[src/rtl/hsl2rgb_pkg.sv]
// Shared constants, sector codes and inter-stage payload types for the HSL to RGB converter.
package hsl2rgb_pkg;

  // Channel and intermediate widths
  localparam int unsigned CH_W   = 8;
  localparam int unsigned PROD_W = 16;  // a * s, up to 65025
  localparam int unsigned WGT_W  = 10;  // 2b - 255, signed -255..255
  localparam int unsigned NUM_W  = 25;  // secondary numerator, below 256 * DEN
  localparam int unsigned HQ_W   = 7;   // floor(a*s / 510), up to 127

  // Common denominator 2*255*255 and its half-scale factor 2*255
  localparam logic [NUM_W-1:0] DEN      = 25'd130050;
  localparam logic [16:0]      DEN_HALF = 17'd510;

  // Reciprocals: floor(2^32 / 130050) and floor(2^24 / 510)
  localparam logic [15:0] RECIP_DEN  = 16'd33025;
  localparam logic [15:0] RECIP_HALF = 16'd32896;

  // Hue sectors, one per sixth of the colour circle
  typedef enum logic [2:0] {
    SEC_RED_YEL = 3'd0,
    SEC_YEL_GRN = 3'd1,
    SEC_GRN_CYN = 3'd2,
    SEC_CYN_BLU = 3'd3,
    SEC_BLU_MAG = 3'd4,
    SEC_MAG_RED = 3'd5
  } sector_t;

  // After the product stage
  typedef struct packed {
    logic [CH_W-1:0]         lightness;
    logic [PROD_W-1:0]       prod;
    logic signed [WGT_W-1:0] weight;
    sector_t                 sector;
  } terms_t;

  // After the scaling stages
  typedef struct packed {
    logic [CH_W-1:0]  lightness;
    logic [NUM_W-1:0] num;
    logic [CH_W-1:0]  quo_est;
    logic [HQ_W-1:0]  half_q;
    logic             half_nz;
    sector_t          sector;
  } scaled_t;

endpackage

[src/rtl/hsl2rgb_terms.sv]
// Stages 1 and 2: lightness and hue terms, sector decode, then the a * s product.
module hsl2rgb_terms (
  input  logic                  clk,
  input  logic                  rst,
  input  logic                  in_valid,
  output logic                  in_ready,
  input  logic [7:0]            hue,
  input  logic [7:0]            saturation,
  input  logic [7:0]            lightness,
  output logic                  out_valid,
  input  logic                  out_ready,
  output hsl2rgb_pkg::terms_t   out_data
);
  import hsl2rgb_pkg::*;

  // Stage 1 registers
  logic                  s1_valid;
  logic [CH_W-1:0]       s1_light;
  logic [CH_W-1:0]       s1_sat;
  logic [CH_W-1:0]       s1_a;
  logic signed [WGT_W-1:0] s1_weight;
  sector_t               s1_sector;

  logic s1_ready;
  logic s2_ready;

  // Stage 1 logic
  logic [8:0]  light_dbl;
  logic [7:0]  light_dev;
  logic [7:0]  a_term;
  logic [10:0] hue_x6;
  logic [8:0]  hue_mod;
  logic [7:0]  hue_dev;
  logic signed [WGT_W-1:0] weight;
  sector_t     sector;

  // a = 255 - |2l - 255|
  always_comb begin
    light_dbl = {lightness, 1'b0};
    if (light_dbl >= 9'd255) begin
      light_dev = 8'(light_dbl - 9'd255);
    end else begin
      light_dev = 8'(9'd255 - light_dbl);
    end
    a_term = 8'd255 - light_dev;
  end

  // weight = 2b - 255 with b = 255 - |(6h mod 510) - 255|
  always_comb begin
    hue_x6 = {1'b0, hue, 2'b00} + {2'b00, hue, 1'b0};
    if (hue_x6 >= 11'd1020) begin
      hue_mod = 9'(hue_x6 - 11'd1020);
    end else if (hue_x6 >= 11'd510) begin
      hue_mod = 9'(hue_x6 - 11'd510);
    end else begin
      hue_mod = 9'(hue_x6);
    end
    if (hue_mod >= 9'd255) begin
      hue_dev = 8'(hue_mod - 9'd255);
    end else begin
      hue_dev = 8'(9'd255 - hue_mod);
    end
    weight = $signed(10'd255) - $signed({1'b0, hue_dev, 1'b0});
  end

  // Sector = floor(6h / 255), full-scale hue folded into the last sector
  always_comb begin
    if (hue >= 8'd213) begin
      sector = SEC_MAG_RED;
    end else if (hue >= 8'd170) begin
      sector = SEC_BLU_MAG;
    end else if (hue >= 8'd128) begin
      sector = SEC_CYN_BLU;
    end else if (hue >= 8'd85) begin
      sector = SEC_GRN_CYN;
    end else if (hue >= 8'd43) begin
      sector = SEC_YEL_GRN;
    end else begin
      sector = SEC_RED_YEL;
    end
  end

  // Stage handshake: a stage loads when empty or when its content moves on
  assign s2_ready = !out_valid || out_ready;
  assign s1_ready = !s1_valid || s2_ready;
  assign in_ready = s1_ready;

  always_ff @(posedge clk) begin
    if (rst) begin
      s1_valid <= 1'b0;
    end else if (s1_ready) begin
      s1_valid <= in_valid;
    end
  end

  always_ff @(posedge clk) begin
    if (s1_ready && in_valid) begin
      s1_light  <= lightness;
      s1_sat    <= saturation;
      s1_a      <= a_term;
      s1_weight <= weight;
      s1_sector <= sector;
    end
  end

  // Stage 2: the a * s product
  always_ff @(posedge clk) begin
    if (rst) begin
      out_valid <= 1'b0;
    end else if (s2_ready) begin
      out_valid <= s1_valid;
    end
  end

  always_ff @(posedge clk) begin
    if (s2_ready && s1_valid) begin
      out_data.lightness <= s1_light;
      out_data.prod      <= PROD_W'(s1_a) * PROD_W'(s1_sat);
      out_data.weight    <= s1_weight;
      out_data.sector    <= s1_sector;
    end
  end

endmodule

[src/rtl/hsl2rgb_scale.sv]
// Stages 3 and 4: secondary numerator, reciprocal quotient estimates and the divide-by-510 fix-up.
module hsl2rgb_scale (
  input  logic                  clk,
  input  logic                  rst,
  input  logic                  in_valid,
  output logic                  in_ready,
  input  hsl2rgb_pkg::terms_t   in_data,
  output logic                  out_valid,
  input  logic                  out_ready,
  output hsl2rgb_pkg::scaled_t  out_data
);
  import hsl2rgb_pkg::*;

  // Stage 3 registers
  logic              s3_valid;
  logic [CH_W-1:0]   s3_light;
  logic [PROD_W-1:0] s3_prod;
  logic [NUM_W-1:0]  s3_num;
  logic [HQ_W-1:0]   s3_half_est;
  sector_t           s3_sector;

  logic s3_ready;
  logic s4_ready;

  // Stage 3 logic
  logic signed [16:0] prod_s;
  logic signed [26:0] mix;
  logic [NUM_W-1:0]   base;
  logic [NUM_W-1:0]   num;
  logic [31:0]        half_prod;

  // num = 2*as*b - 255*as + l*D = as*(2b-255) + l*D, always in 0..255*D
  always_comb begin
    prod_s    = $signed({1'b0, in_data.prod});
    mix       = 27'(prod_s) * 27'(in_data.weight);
    base      = NUM_W'(in_data.lightness) * DEN;
    num       = NUM_W'(mix) + base;
    half_prod = 32'(in_data.prod) * 32'(RECIP_HALF);
  end

  assign s4_ready = !out_valid || out_ready;
  assign s3_ready = !s3_valid || s4_ready;
  assign in_ready = s3_ready;

  always_ff @(posedge clk) begin
    if (rst) begin
      s3_valid <= 1'b0;
    end else if (s3_ready) begin
      s3_valid <= in_valid;
    end
  end

  always_ff @(posedge clk) begin
    if (s3_ready && in_valid) begin
      s3_light    <= in_data.lightness;
      s3_prod     <= in_data.prod;
      s3_num      <= num;
      s3_half_est <= half_prod[30:24];
      s3_sector   <= in_data.sector;
    end
  end

  // Stage 4 logic: quotient estimate for num / D, exact as / 510
  logic [40:0]     num_prod;
  logic [16:0]     half_rem;
  logic [16:0]     half_rem_fix;
  logic [HQ_W-1:0] half_q;

  always_comb begin
    num_prod = 41'(s3_num) * 41'(RECIP_DEN);
    half_rem = 17'(s3_prod) - 17'(s3_half_est) * DEN_HALF;
    if (half_rem >= DEN_HALF) begin
      half_q       = s3_half_est + HQ_W'(1);
      half_rem_fix = half_rem - DEN_HALF;
    end else begin
      half_q       = s3_half_est;
      half_rem_fix = half_rem;
    end
  end

  always_ff @(posedge clk) begin
    if (rst) begin
      out_valid <= 1'b0;
    end else if (s4_ready) begin
      out_valid <= s3_valid;
    end
  end

  always_ff @(posedge clk) begin
    if (s4_ready && s3_valid) begin
      out_data.lightness <= s3_light;
      out_data.num       <= s3_num;
      out_data.quo_est   <= num_prod[39:32];
      out_data.half_q    <= half_q;
      out_data.half_nz   <= (half_rem_fix != 17'd0);
      out_data.sector    <= s3_sector;
    end
  end

endmodule

[src/rtl/hsl2rgb_route.sv]
// Stage 5: final quotient correction, channel values and sector routing into the output register.
module hsl2rgb_route (
  input  logic                  clk,
  input  logic                  rst,
  input  logic                  in_valid,
  output logic                  in_ready,
  input  hsl2rgb_pkg::scaled_t  in_data,
  output logic                  out_valid,
  input  logic                  out_ready,
  output logic [7:0]            red,
  output logic [7:0]            green,
  output logic [7:0]            blue
);
  import hsl2rgb_pkg::*;

  logic [NUM_W-1:0] sec_rem;
  logic [CH_W-1:0]  sec_val;
  logic [CH_W-1:0]  chroma_val;
  logic [CH_W-1:0]  floor_val;
  logic [CH_W-1:0]  red_next;
  logic [CH_W-1:0]  green_next;
  logic [CH_W-1:0]  blue_next;

  // Channel values: secondary = num / D, chroma = l + as/510, zero = l - ceil(as/510)
  always_comb begin
    sec_rem = in_data.num - NUM_W'(in_data.quo_est) * DEN;
    if (sec_rem >= DEN) begin
      sec_val = in_data.quo_est + CH_W'(1);
    end else begin
      sec_val = in_data.quo_est;
    end
    chroma_val = in_data.lightness + CH_W'(in_data.half_q);
    floor_val  = in_data.lightness - CH_W'(in_data.half_q) - CH_W'(in_data.half_nz);
  end

  // Route per hue sector
  always_comb begin
    unique case (in_data.sector)
      SEC_RED_YEL: begin
        red_next = chroma_val; green_next = sec_val;    blue_next = floor_val;
      end
      SEC_YEL_GRN: begin
        red_next = sec_val;    green_next = chroma_val; blue_next = floor_val;
      end
      SEC_GRN_CYN: begin
        red_next = floor_val;  green_next = chroma_val; blue_next = sec_val;
      end
      SEC_CYN_BLU: begin
        red_next = floor_val;  green_next = sec_val;    blue_next = chroma_val;
      end
      SEC_BLU_MAG: begin
        red_next = sec_val;    green_next = floor_val;  blue_next = chroma_val;
      end
      default: begin
        red_next = chroma_val; green_next = floor_val;  blue_next = sec_val;
      end
    endcase
  end

  assign in_ready = !out_valid || out_ready;

  always_ff @(posedge clk) begin
    if (rst) begin
      out_valid <= 1'b0;
    end else if (in_ready) begin
      out_valid <= in_valid;
    end
  end

  always_ff @(posedge clk) begin
    if (in_ready && in_valid) begin
      red   <= red_next;
      green <= green_next;
      blue  <= blue_next;
    end
  end

endmodule

[src/rtl/hsl_to_rgb_converter.sv]
// Top level of the HSL to RGB converter: stream ports and the five-stage pipeline.
//
//   Channel   Dir  Handshake          Payload
//   s_axis    in   s_tvalid/s_tready  s_tdata: hue, saturation, lightness
//   m_axis    out  m_tvalid/m_tready  m_tdata: red, green, blue
//
// One transfer in per clock when the output side keeps up; five register stages, so the
// result is registered in stages 1 to 5 in turn before it is valid on m_tdata.
// Stage 1 folds hue and lightness and decodes the sector; stages 2 to 5 hold the multiplies
// (a*s; as*weight and as*reciprocal; num*reciprocal and estimate*510; quotient*D), none iterates.
// Reset clears the stage valid bits only; data registers are not reset.
// A stall on m_tready holds the output; empty stages upstream still fill.
module hsl_to_rgb_converter (
  input  logic        clk,
  input  logic        rst,
  input  logic        s_tvalid,
  output logic        s_tready,
  input  logic [23:0] s_tdata,   // hue [7:0], saturation [15:8], lightness [23:16]
  output logic        m_tvalid,
  input  logic        m_tready,
  output logic [23:0] m_tdata    // red [7:0], green [15:8], blue [23:16]
);
  import hsl2rgb_pkg::*;

  logic    terms_valid;
  logic    terms_ready;
  terms_t  terms;
  logic    scaled_valid;
  logic    scaled_ready;
  scaled_t scaled;
  logic [CH_W-1:0] red;
  logic [CH_W-1:0] green;
  logic [CH_W-1:0] blue;

  // Stages 1-2
  hsl2rgb_terms u_terms (
    .clk        (clk),
    .rst        (rst),
    .in_valid   (s_tvalid),
    .in_ready   (s_tready),
    .hue        (s_tdata[7:0]),
    .saturation (s_tdata[15:8]),
    .lightness  (s_tdata[23:16]),
    .out_valid  (terms_valid),
    .out_ready  (terms_ready),
    .out_data   (terms)
  );

  // Stages 3-4
  hsl2rgb_scale u_scale (
    .clk       (clk),
    .rst       (rst),
    .in_valid  (terms_valid),
    .in_ready  (terms_ready),
    .in_data   (terms),
    .out_valid (scaled_valid),
    .out_ready (scaled_ready),
    .out_data  (scaled)
  );

  // Stage 5 and output register
  hsl2rgb_route u_route (
    .clk       (clk),
    .rst       (rst),
    .in_valid  (scaled_valid),
    .in_ready  (scaled_ready),
    .in_data   (scaled),
    .out_valid (m_tvalid),
    .out_ready (m_tready),
    .red       (red),
    .green     (green),
    .blue      (blue)
  );

  assign m_tdata = {blue, green, red};

endmodule

[config.mk]
export PLATFORM = sky130hd
export DESIGN_NAME = hsl_to_rgb_converter
export DESIGN_NICKNAME = d
export VERILOG_FILES = /design/src/rtl/hsl2rgb_pkg.sv /design/src/rtl/hsl2rgb_terms.sv /design/src/rtl/hsl2rgb_scale.sv /design/src/rtl/hsl2rgb_route.sv /design/src/rtl/hsl_to_rgb_converter.sv
export SDC_FILE = /design/constraint.sdc
export NUM_CORES = 1
export LEC_CHECK = 0
export BUFFER_PORTS_ARGS = -buffer_cell sky130_fd_sc_hd__buf_2
export CAP_MARGIN = 5
export CELL_PAD_IN_SITES_DETAIL_PLACEMENT = 1
export CELL_PAD_IN_SITES_GLOBAL_PLACEMENT = 2
export CORE_MARGIN = 2
export CORE_UTILIZATION = 36
export DETAILED_ROUTE_END_ITERATION = 12
export HOLD_SLACK_MARGIN = 0.03
export PLACE_DENSITY = 0.81
export SKIP_CTS_REPAIR_TIMING = 1
export SLEW_MARGIN = 20
export SYNTH_ARGS = -nofsm -noshare
export SYNTH_HDL_FRONTEND = slang
export SYNTH_SLANG_ARGS = --single-unit
[constraint.sdc]
create_clock -name clk -period 8.2 [get_ports clk]
set_clock_uncertainty 0.1 [all_clocks]
set_input_delay 1.23 -clock clk [delete_from_list [all_inputs] [get_ports clk]]
set_output_delay 1.23 -clock clk [all_outputs]
set_load 0.05 [all_outputs]
==> summary.txt, run 1 <==
Clocking
  • Worst skew pair latency: 0.55 ns
  • Cts bufs inserted: 25
  • CTS Buffer Depth: 3
  • CTS tree: yes
  • CTS sink cnt: roughly 200
  • Worst-path clk slew: 0.06 ns
  • Clock H-tree levels: 1
  • CTS root buffer: clkbuf_16

Worst setup path
  • Critical Path RT: 8.32 ns
  • Crit path launch type: register
  • Crit-path max FO: 9
  • Worst endpoint data arrival time: 7.70 ns
  • Critical path class: register to register
  • Worst Setup End Kind: register

Yosys
  • Post-synthesis cell area: between 20000 and 25000 um2
  • Share of the synthesized area in the top cell type: roughly a quarter
  • Async SR Flop Fraction: 0%
  • Synth Register Bits: 203
  • Seq/Total Area, Yosys: about a quarter
  • Area leader, netlist: edfxtp_1
  • Synth cell types: 81
  • Mean post-synth cell area: between 10 and 15 um2
  • Number of synthesis warnings: 0
  • Post-synth EDFFs: 198
  • Mapped Nets: 3041
  • Main synth FF type: edfxtp_1
  • Synth area leaders: edfxtp_1 25%, ha_1 21%, fa_1 18%
  • Cells after Synth: 2385

Timing
  • Max-slew headroom: 31.1%
  • Highest Clock Rate: 0.132 GHz
  • Setup TNS Final: 0 ns
  • Final Slew Violations: 0
  • Ratio of final minimum period to clock period: 92.3%
  • Fin. Hold Viols: 0
  • Min Hold Slack: 0.320 ns
  • Slew @ Worst Pin: 1.03 ns
  • Unrepaired setup endpoints after global routing: false
  • Minimum clock period: 7.57 ns
  • Endpoints failing setup: 0

GRT
  • Initial antenna violation count: 1
  • First-pass GRT wire length: 98.8 mm
  • GR Overflow Total: 0
  • Vias in the first global route: 18.8k
  • Largest net degree at the start of global routing: 58
  • Total GRT Usage: 17.6%

Finish
  • Register Area: about 6000 um2
  • Synth-to-Final Area Change: 9.05%
  • Antenna Diode Count: 0
  • Layout cell share with drive strength beyond 1: 5.30%
  • Fillers: approximately 7.6k
  • Net count, final: between 3k and 4k
  • Final Util: between 30% and 40%
  • Multi-input gate area: 16500 um2

Drt
  • Drt pass-1 iters: 6
  • First DRT Iteration DRCs: roughly 710
  • Number of vias per cell: 5.11
  • Routed Antenna Nets: 0
  • Wire per inst: between 15 and 20 um
  • Via count: 17.0k
  • Drt drc: 0
  • DRT Wirelength: 60.1 mm

Run status
  • Status: finished, final reports clean

Min path
  • Worst Hold Class: register to register

Place
  • GP Congestion: 0.853
  • Detailed placer's ending HPWL: 49.4 mm
  • IO buf count: 53

Floorplan
  • Core area: 66800 um2
  • Die ar.: 69300 um2
  • I/O pins: 54
  • DIE HEIGHT: approximately 260 um
  • FP Rows: 95
  • Starting density of the core: 36.2%
  • Die Wd: 263 um

Job
  • Max Cap Viol: 0
-- stage by stage --
step	cell area, um2	instances	setup slack (ns)
final	26400	3325	0.629
after global routing	26400	3325	0.0631
after CTS	26300	3324	0.596
after detailed placement	25500	3279	0.626
after global placement	25500	3279	0.934
after floorplan	24200	2385	1.61
-- cell families after synthesis --
group	count (synthesis)	synth area share, %
AOI/OAI and AO/OA	422	11.7
xor gates and xnor gates	159	5.91
DFF	203	25.0
adders and majority gates	629	39.1
and+or+nand+nor	505	10.7
buffers and inverters	454	7.10
muxes	13	0.543
-- per-layer routing --
metal / vias up / track usage, % / part of all wire (%) / routed length [um]
li1: 8198 / - / - / -
met1: 8481 / 22.8 / 45 / 27200
met2: 234 / 31.6 / 50 / 29800
met3: 79 / 1.67 / 2.8 / 1700
met4: 0 / 4.14 / 2.4 / 1460
met5: - / 0 / 0 / 0
-- worst max-delay path: stages, from the launching register on --
cell	delay, ns
edfxtp_1	0.52
inv_1	0.15
fa_1	0.65
inv_1	0.14
fa_1	0.55
inv_1	0.05
fa_1	0.48
fa_1	0.55
inv_1	0.04
ha_1	0.23
nor3_1	0.20
o21ai_0	0.16
a31oi_1	0.30
o21bai_1	0.10
a21oi_1	0.19
xor2_1	0.09
ha_1	0.38
nand3_1	0.13
nor2_1	0.24
o21ai_0	0.17
a31o_2	0.27
a221oi_1	0.36
and3_1	0.48
a21oi_1	0.18
xnor2_1	0.36
o221ai_1	0.20
-- flip-flops by register name (all words and copies together) (netlist names) --
register and cells:
u_scale.s3_half_est 7, u_terms.out_valid 1, u_route.red 8, u_route.green 8
u_scale.s3_valid 1, u_terms.s1_weight 7, u_scale.out_valid 1, u_scale.s3_sector 3
u_terms.s1_sat 8, u_terms.s1_sector 3, u_terms.s1_light 8, u_route.out_valid 1
u_route.blue 8, u_terms.s1_a 7, u_scale.s3_prod 15, u_scale.s3_light 8
u_terms.out_data 33, u_scale.out_data 51, u_terms.s1_valid 1, u_scale.s3_num 24
-- layout make-up --
| type | count | area share (%) |
|---|---|---|
| Inverter | 417 | 5.94 |
| Sequential cell | 203 | 22.9 |
| Tap cell | 873 | 4.14 |
| Clock inverter | 19 | 0.916 |
| Timing Repair Buffer | 59 | 1.25 |
| Clock buffer | 26 | 2.39 |
| Multi-Input combinational cell | 1728 | 62.4 |
-- final timing paths --
check,start,slack [ns],cells after the start,to
min reg2reg,u_scale.s3_light[3]$_DFFE_PP_,0.32,0,u_scale.out_data[47]$_DFFE_PP_
max,u_scale.out_data[13]$_DFFE_PP_,0.63,25,u_route.blue[5]$_DFFE_PP_
min,u_scale.s3_light[3]$_DFFE_PP_,0.32,0,u_scale.out_data[47]$_DFFE_PP_
max reg2reg,u_scale.out_data[13]$_DFFE_PP_,0.63,25,u_route.blue[5]$_DFFE_PP_
-- layout by cell type, fill, tap and decap left out, types with 6 or more instances in the layout --
cell type and instances:
o21a_1 17, clkbuf_16 25, o31ai_1 8, fa_1 213
inv_1 416, nor3_1 28, or3_1 6, and3_1 9
xor2_1 49, mux2i_1 12, nand4_1 12, nor2b_1 18
nand2b_1 23, xnor2_1 107, o21ai_0 79, o211ai_1 9
and2_1 121, a21oi_1 117, buf_2 53, a211oi_1 12
nand2_1 135, nor2_1 79, nor4_1 8, a21o_1 54
ha_1 415, or2_2 6, a31oi_1 10, o221ai_1 12
nand3_1 38, edfxtp_1 198, a21boi_0 6, o21bai_1 18
-- synth_stat cells (23+ instances only) --
cell / number
nor3_1: 28
fa_1: 213
nand2_1: 135
xnor2_1: 107
o21ai_0: 79
and2_1: 121
a21o_1: 54
xor2_1: 49
ha_1: 415
a21oi_1: 117
inv_1: 416
nand2b_1: 23
nor2_1: 79
nand3_1: 38
edfxtp_1: 198
clkbuf_1: 31
Power of run 1 is not shown: default switching activity piles up to over one toggle a cycle in this logic, so the estimate is an artifact.
==> inputs of run 2 (changes only) <==
- ABC_AREA: not set -> 1
- PLACE_DENSITY: 0.81 -> 0.85
==> run 2 against run 1 <==
  * Via count rose by 15%
  * Critical path depth is 9 higher
  * Wire length grew 11%
  * Final area is 5.7% higher
  * Final cell count rose by 22%
  * Synthesized cell count increased by 27%
  * Largest cell class unchanged
==> summary.txt, run 2 <==
Yosys
  • Mean post-synth cell area: 8.45 um2
  • Seq/Total Area, Yosys: 23.6%
  • Synth area leaders: edfxtp_1 23%, ha_1 20%, fa_1 17%
  • Post-synthesis cell area: approximately 26000 um2
  • Main synth FF type: edfxtp_1
  • Synth Register Bits: 203
  • Cells after Synth: around 3.0k
  • Number of synthesis warnings: 0
  • Synth cell types: 56
  • Mapped Nets: roughly 3.7k
  • Async SR Flop Fraction: 0%
  • Count leader, synth: inv_1
  • Top cells by count, synth: 698 x inv_1, 622 x nand2_1, 415 x ha_1, 213 x fa_1, 198 x edfxtp_1
  • Area leader, netlist: edfxtp_1
  • Share of the synthesized area in the top cell type: 23.2%
  • Post-synth EDFFs: 198

Worst setup path
  • Worst Setup End Kind: register
  • Critical Path RT: approximately 8.4 ns
  • Worst r2r path cells: 34
  • Worst endpoint data arrival time: approximately 7.2 ns
  • Top delay family on crit path: adder cells
  • Worst reg2reg startpoint: u_scale.s3_half_est[5]$_DFFE_PP_
  • CP bufs+invs: 4
  • Crit-path max FO: 21
  • Reg-to-reg setup timing slack: 1.25 ns
  • Crit path depth: 34
  • Critical path class: register to register
  • Crit path largest cell delay: 0.66 ns
  • Worst r2r dst: u_scale.out_data[3]$_DFFE_PP_
  • Most frequent cell on the critical path: nand2_1
  • Slowest-stage cell, CP: fa_1
  • Crit path launch type: register

Place
  • IO buf count: 53
  • Detailed placer's ending HPWL: 55.9 mm
  • GP Congestion: around 0.83

Floorplan
  • Starting density of the core: 36.5%
  • FP Rows: 97
  • I/O pins: 54
  • Core area: between 70000 and 80000 um2
  • DIE HEIGHT: 271 um
  • Die ar.: 73400 um2
  • Die Wd: 271 um

Drt
  • Drt drc: 0
  • Routed Antenna Nets: 0
  • Wire per inst: 16.5 um
  • Number of vias per cell: 4.81
  • First DRT Iteration DRCs: slightly above 800
  • Drt pass-1 iters: 4
  • Via count: slightly below 20k
  • DRT Wirelength: 66.7 mm

Timing
  • Fin. Hold Viols: 0
  • Endpoints failing setup: 0
  • Max-slew headroom: 33.6%
  • Final Slew Violations: 0
  • Setup TNS Final: 0 ns
  • Highest Clock Rate: 0.144 GHz
  • Slew @ Worst Pin: 0.993 ns
  • Minimum clock period: 6.95 ns
  • Unrepaired setup endpoints after global routing: false
  • Ratio of final minimum period to clock period: a little over four fifths

Clocking
  • CTS Buffer Depth: 3
  • CTS tree: yes
  • Worst-path clk slew: 0.07 ns
  • Worst skew pair latency: 0.56 ns
  • CTS sink cnt: 203
  • Cts bufs inserted: 26
  • Clock H-tree levels: 1
  • CTS root buffer: clkbuf_16

GRT
  • Initial antenna violation count: 1
  • Total GRT Usage: 18.5%
  • First-pass GRT wire length: 110 mm
  • Largest net degree at the start of global routing: 58
  • Vias in the first global route: approximately 21k
  • GR Overflow Total: 0

Min path
  • Hold path depth: 0
  • Min-delay src: u_terms.s1_weight[8]$_DFFE_PP_
  • Worst Hold Class: register to register
  • Worst Hold Path EP: u_terms.out_data[11]$_DFFE_PP_

Finish
  • Leading cell types in the layout, fill and taps excluded: 696 x inv_1, 622 x nand2_1, 415 x ha_1
  • Fillers: 8404
  • Net count, final: 3741
  • Largest register FFs: between 50 and 60
  • Largest registers: u_scale.out_data (51), u_terms.out_data (33), u_scale.s3_num (24)
  • Most flops, register: u_scale.out_data
  • Layout cell share with drive strength beyond 1: 6.22%
  • Synth-to-Final Area Change: 8.71%
  • Commonest non-fill, non-tap cell in the layout: inv_1

Job
  • Max Cap Viol: 0

Run status
  • Status: finished, final reports clean
==> run 2: area by class of cell <==
cell class / instances / area [um2] / share of cell area, %
well taps: 940 / 1180 / 4.22
clock buffers: 29 / 683 / 2.45
inverters: 710 / 2670 / 9.56
repair buffers: 58 / 303 / 1.09
flip-flops and latches: 203 / 6050 / 21.7
multi-input cells: 2086 / 16800 / 60.2
clock inverters: 19 / 216 / 0.776
diodes: 1 / 2.50 / 0.00898
==> run 2: layer usage <==
layer	GRT usage (%)	vias up	wire, um
li1	-	9692	-
met1	24.0	9498	30400
met2	33.0	218	33200
met3	2.06	67	1920
met4	3.56	0	1250
met5	0	-	0
==> run 2: cell families after synthesis <==
family	after synthesis	synth area share, %
XOR/XNOR	132	4.51
AND/OR/NAND/NOR	1053	18.0
adder cells (fa/ha/maj)	628	36.9
AO/OA/AOI/OAI	273	6.02
flip-flops	203	23.6
buffers and inverters	747	11.0
==> run 2: per-stage QoR <==
| stage | hold slack, ns | setup WS [ns] | util (%) | std cells | cell area [um2] |
|---|---|---|---|---|---|
| final | 0.307 | 1.25 | 39.7 | 4046 | 27900 |
| after CTS | 0.311 | 1.21 | 39.7 | 4045 | 27900 |
| after floorplan | 0.300 | 1.85 | - | 3036 | 25600 |
| after global placement | 0.300 | 1.35 | 38.4 | 3997 | 27000 |
| after global routing | 0.311 | 0.539 | 39.7 | 4045 | 27900 |
| after detailed placement | 0.306 | 1.22 | 38.4 | 3997 | 27000 |
==> run 2: how the worst max path moves through the flow <==
stage                                    endpoint  slack (ns)                             start
CTS                 u_scale.out_data[3]$_DFFE_PP_        1.21  u_scale.s3_half_est[5]$_DFFE_PP_
global placement     u_scale.s3_num[24]$_DFFE_PP_        1.35    u_terms.out_data[34]$_DFFE_PP_
finish              u_scale.out_data[3]$_DFFE_PP_        1.25  u_scale.s3_half_est[5]$_DFFE_PP_
global route        u_scale.out_data[3]$_DFFE_PP_        0.54  u_scale.s3_half_est[5]$_DFFE_PP_
detailed placement   u_scale.s3_num[24]$_DFFE_PP_        1.22    u_terms.out_data[34]$_DFFE_PP_
floorplan            u_scale.s3_num[24]$_DFFE_PP_        1.85    u_terms.out_data[35]$_DFFE_PP_
Power of run 2 is left out for the same reason.
==> inputs of run 3 (changes only) <==
- PLACE_DENSITY: 0.85 -> 0.88
- clock period: 8.2 -> 6.2 ns (I/O delays scaled with it)
==> run 3 against run 2 <==
  * The flow now finishes with violations (setup timing)
  * Final area increased by 7.8%
  * Register-to-register slack worse by 1.4 ns
  * Sequential share of layout area decreased by 1.6 points
  * Worst setup slack worse by 1.4 ns
  * Critical path type unchanged
  * Highest routed layer unchanged
  * Die area is the same
  * Largest cell class unchanged
  * Maximum frequency grew 9.5%
  * Worst hold slack worse by 0.018 ns
==> summary.txt, run 3 (synthesis results as in run 2) <==
Run status
  • Status: finished, violations left
  • Failing checks: setup timing

Timing
  • Final WS setup: -0.151 ns
  • Slew @ Worst Pin: between 1 and 1.5 ns
  • Minimum clock period: 6.35 ns
  • Ratio of final minimum period to clock period: 102%
  • Unrepaired setup endpoints after global routing: true
  • Fin. Hold Viols: 0
  • Min Hold Slack: 0.288 ns
  • Final Slew Violations: 0
  • Endpoints failing setup: 10
  • Max-slew headroom: 27.0%
  • Highest Clock Rate: 0.157 GHz

GRT
  • Largest net degree at the start of global routing: 58
  • GR Overflow Total: 0
  • First-pass GRT wire length: 111 mm
  • Total GRT Usage: 18.6%
  • Initial antenna violation count: 0
  • Vias in the first global route: between 20k and 25k

Finish
  • Multi-input gate area: 17800 um2
  • Register Area: 6050 um2
  • Synth-to-Final Area Change: 17.2%
  • Leading cell types in the layout, fill and taps excluded: 668 x inv_1, 591 x nand2_1, 390 x ha_1
  • Net count, final: around 4k
  • Layout cell share with drive strength beyond 1: 16.5%
  • Fillers: between 8k and 9k
  • Largest register FFs: 51
  • Commonest non-fill, non-tap cell in the layout: inv_1
  • Most flops, register: u_scale.out_data
  • Largest registers: u_scale.out_data (51), u_terms.out_data (33), u_scale.s3_num (24)

Worst setup path
  • Critical path class: register to register
  • CP bufs+invs: 3
  • Worst endpoint data arrival time: between 6 and 7 ns
  • Crit path launch type: register
  • Crit path largest cell delay: between 0.5 and 0.6 ns
  • Crit-path max FO: 9
  • Critical Path RT: 6.42 ns
  • Worst Setup End Kind: register
  • Slowest-stage cell, CP: fa_1
  • Top delay family on crit path: adder cells

Clocking
  • Cts bufs inserted: 26
  • Clock H-tree levels: 1
  • Worst-path clk slew: 0.06 ns
  • CTS root buffer: clkbuf_16
  • CTS Buffer Depth: 3
  • Worst skew pair latency: 0.57 ns
  • CTS tree: yes
  • CTS sink cnt: 203

Drt
  • DRT Wirelength: 70.5 mm
  • Wire per inst: 16.8 um
  • First DRT Iteration DRCs: 686
  • Via count: just over 20k
  • Routed Antenna Nets: 0
  • Number of vias per cell: 4.83
  • Drt pass-1 iters: 5
  • Drt drc: 0

Floorplan
  • Die ar.: 73400 um2
  • DIE HEIGHT: between 200 and 300 um
  • Starting density of the core: 36.5%
  • Core area: approximately 70000 um2
  • FP Rows: 97
  • I/O pins: 54
  • Die Wd: 271 um

Place
  • Detailed placer's ending HPWL: roughly 57 mm
  • GP Congestion: 0.838
  • IO buf count: 53

Job
  • Max Cap Viol: 0

Min path
  • Worst Hold Class: register to register
run 3: cell types whose count changed in the layout (fill, tap and decap cells not counted), sizes merged:
cell / change
nand4: +1
clkbuf: +1
inv: -3
clkinv: +3
buf: +145
bufinv: -1
clkinvlp: +1
run 3: area by class of cell:
class	count	share of cell area [%]
timing repair buffer	204	4.94
clock inverter	19	0.645
inverter	710	8.91
multi-input combinational	2087	59.3
clock buffer	29	2.20
sequential	203	20.1
antenna	1	0.00832
tap	940	3.91
run 3: stage by stage:
| step | cell area, um2 | setup TNS [ns] | setup WS [ns] | instances | util [%] |
|---|---|---|---|---|---|
| floorplan | 25700 | 0 | 0.0119 | 3036 | - |
| global placement | 27900 | -0.559 | -0.117 | 4112 | 39.7 |
| detailed placement | 27900 | -2.29 | -0.284 | 4112 | 39.7 |
| CTS | 28800 | -3.12 | -0.344 | 4160 | 40.9 |
| global route | 30100 | -7.39 | -0.533 | 4192 | 42.8 |
| finish | 30100 | -0.629 | -0.151 | 4193 | 42.8 |
run 3: worst paths after layout:
| kind | start | to | slack, ns | cells after the start |
|---|---|---|---|---|
| max | u_scale.s3_half_est[6]$_DFFE_PP_ | u_scale.out_data[3]$_DFFE_PP_ | -0.15 | 30 |
| min | u_scale.s3_sector[2]$_DFFE_PP_ | u_scale.out_data[2]$_DFFE_PP_ | 0.29 | 0 |
| max reg2reg | u_scale.s3_half_est[6]$_DFFE_PP_ | u_scale.out_data[3]$_DFFE_PP_ | -0.15 | 30 |
| min reg2reg | u_scale.s3_sector[2]$_DFFE_PP_ | u_scale.out_data[2]$_DFFE_PP_ | 0.29 | 0 |
run 3: metal layers:
metal | track usage, % | share of wire (%)
met2 | 33.8 | 51
met3 | 1.95 | 2.8
met1 | 23.4 | 44
met5 | 0 | 0
met4 | 4.51 | 2.5
Power of run 3 is left out for the same reason.
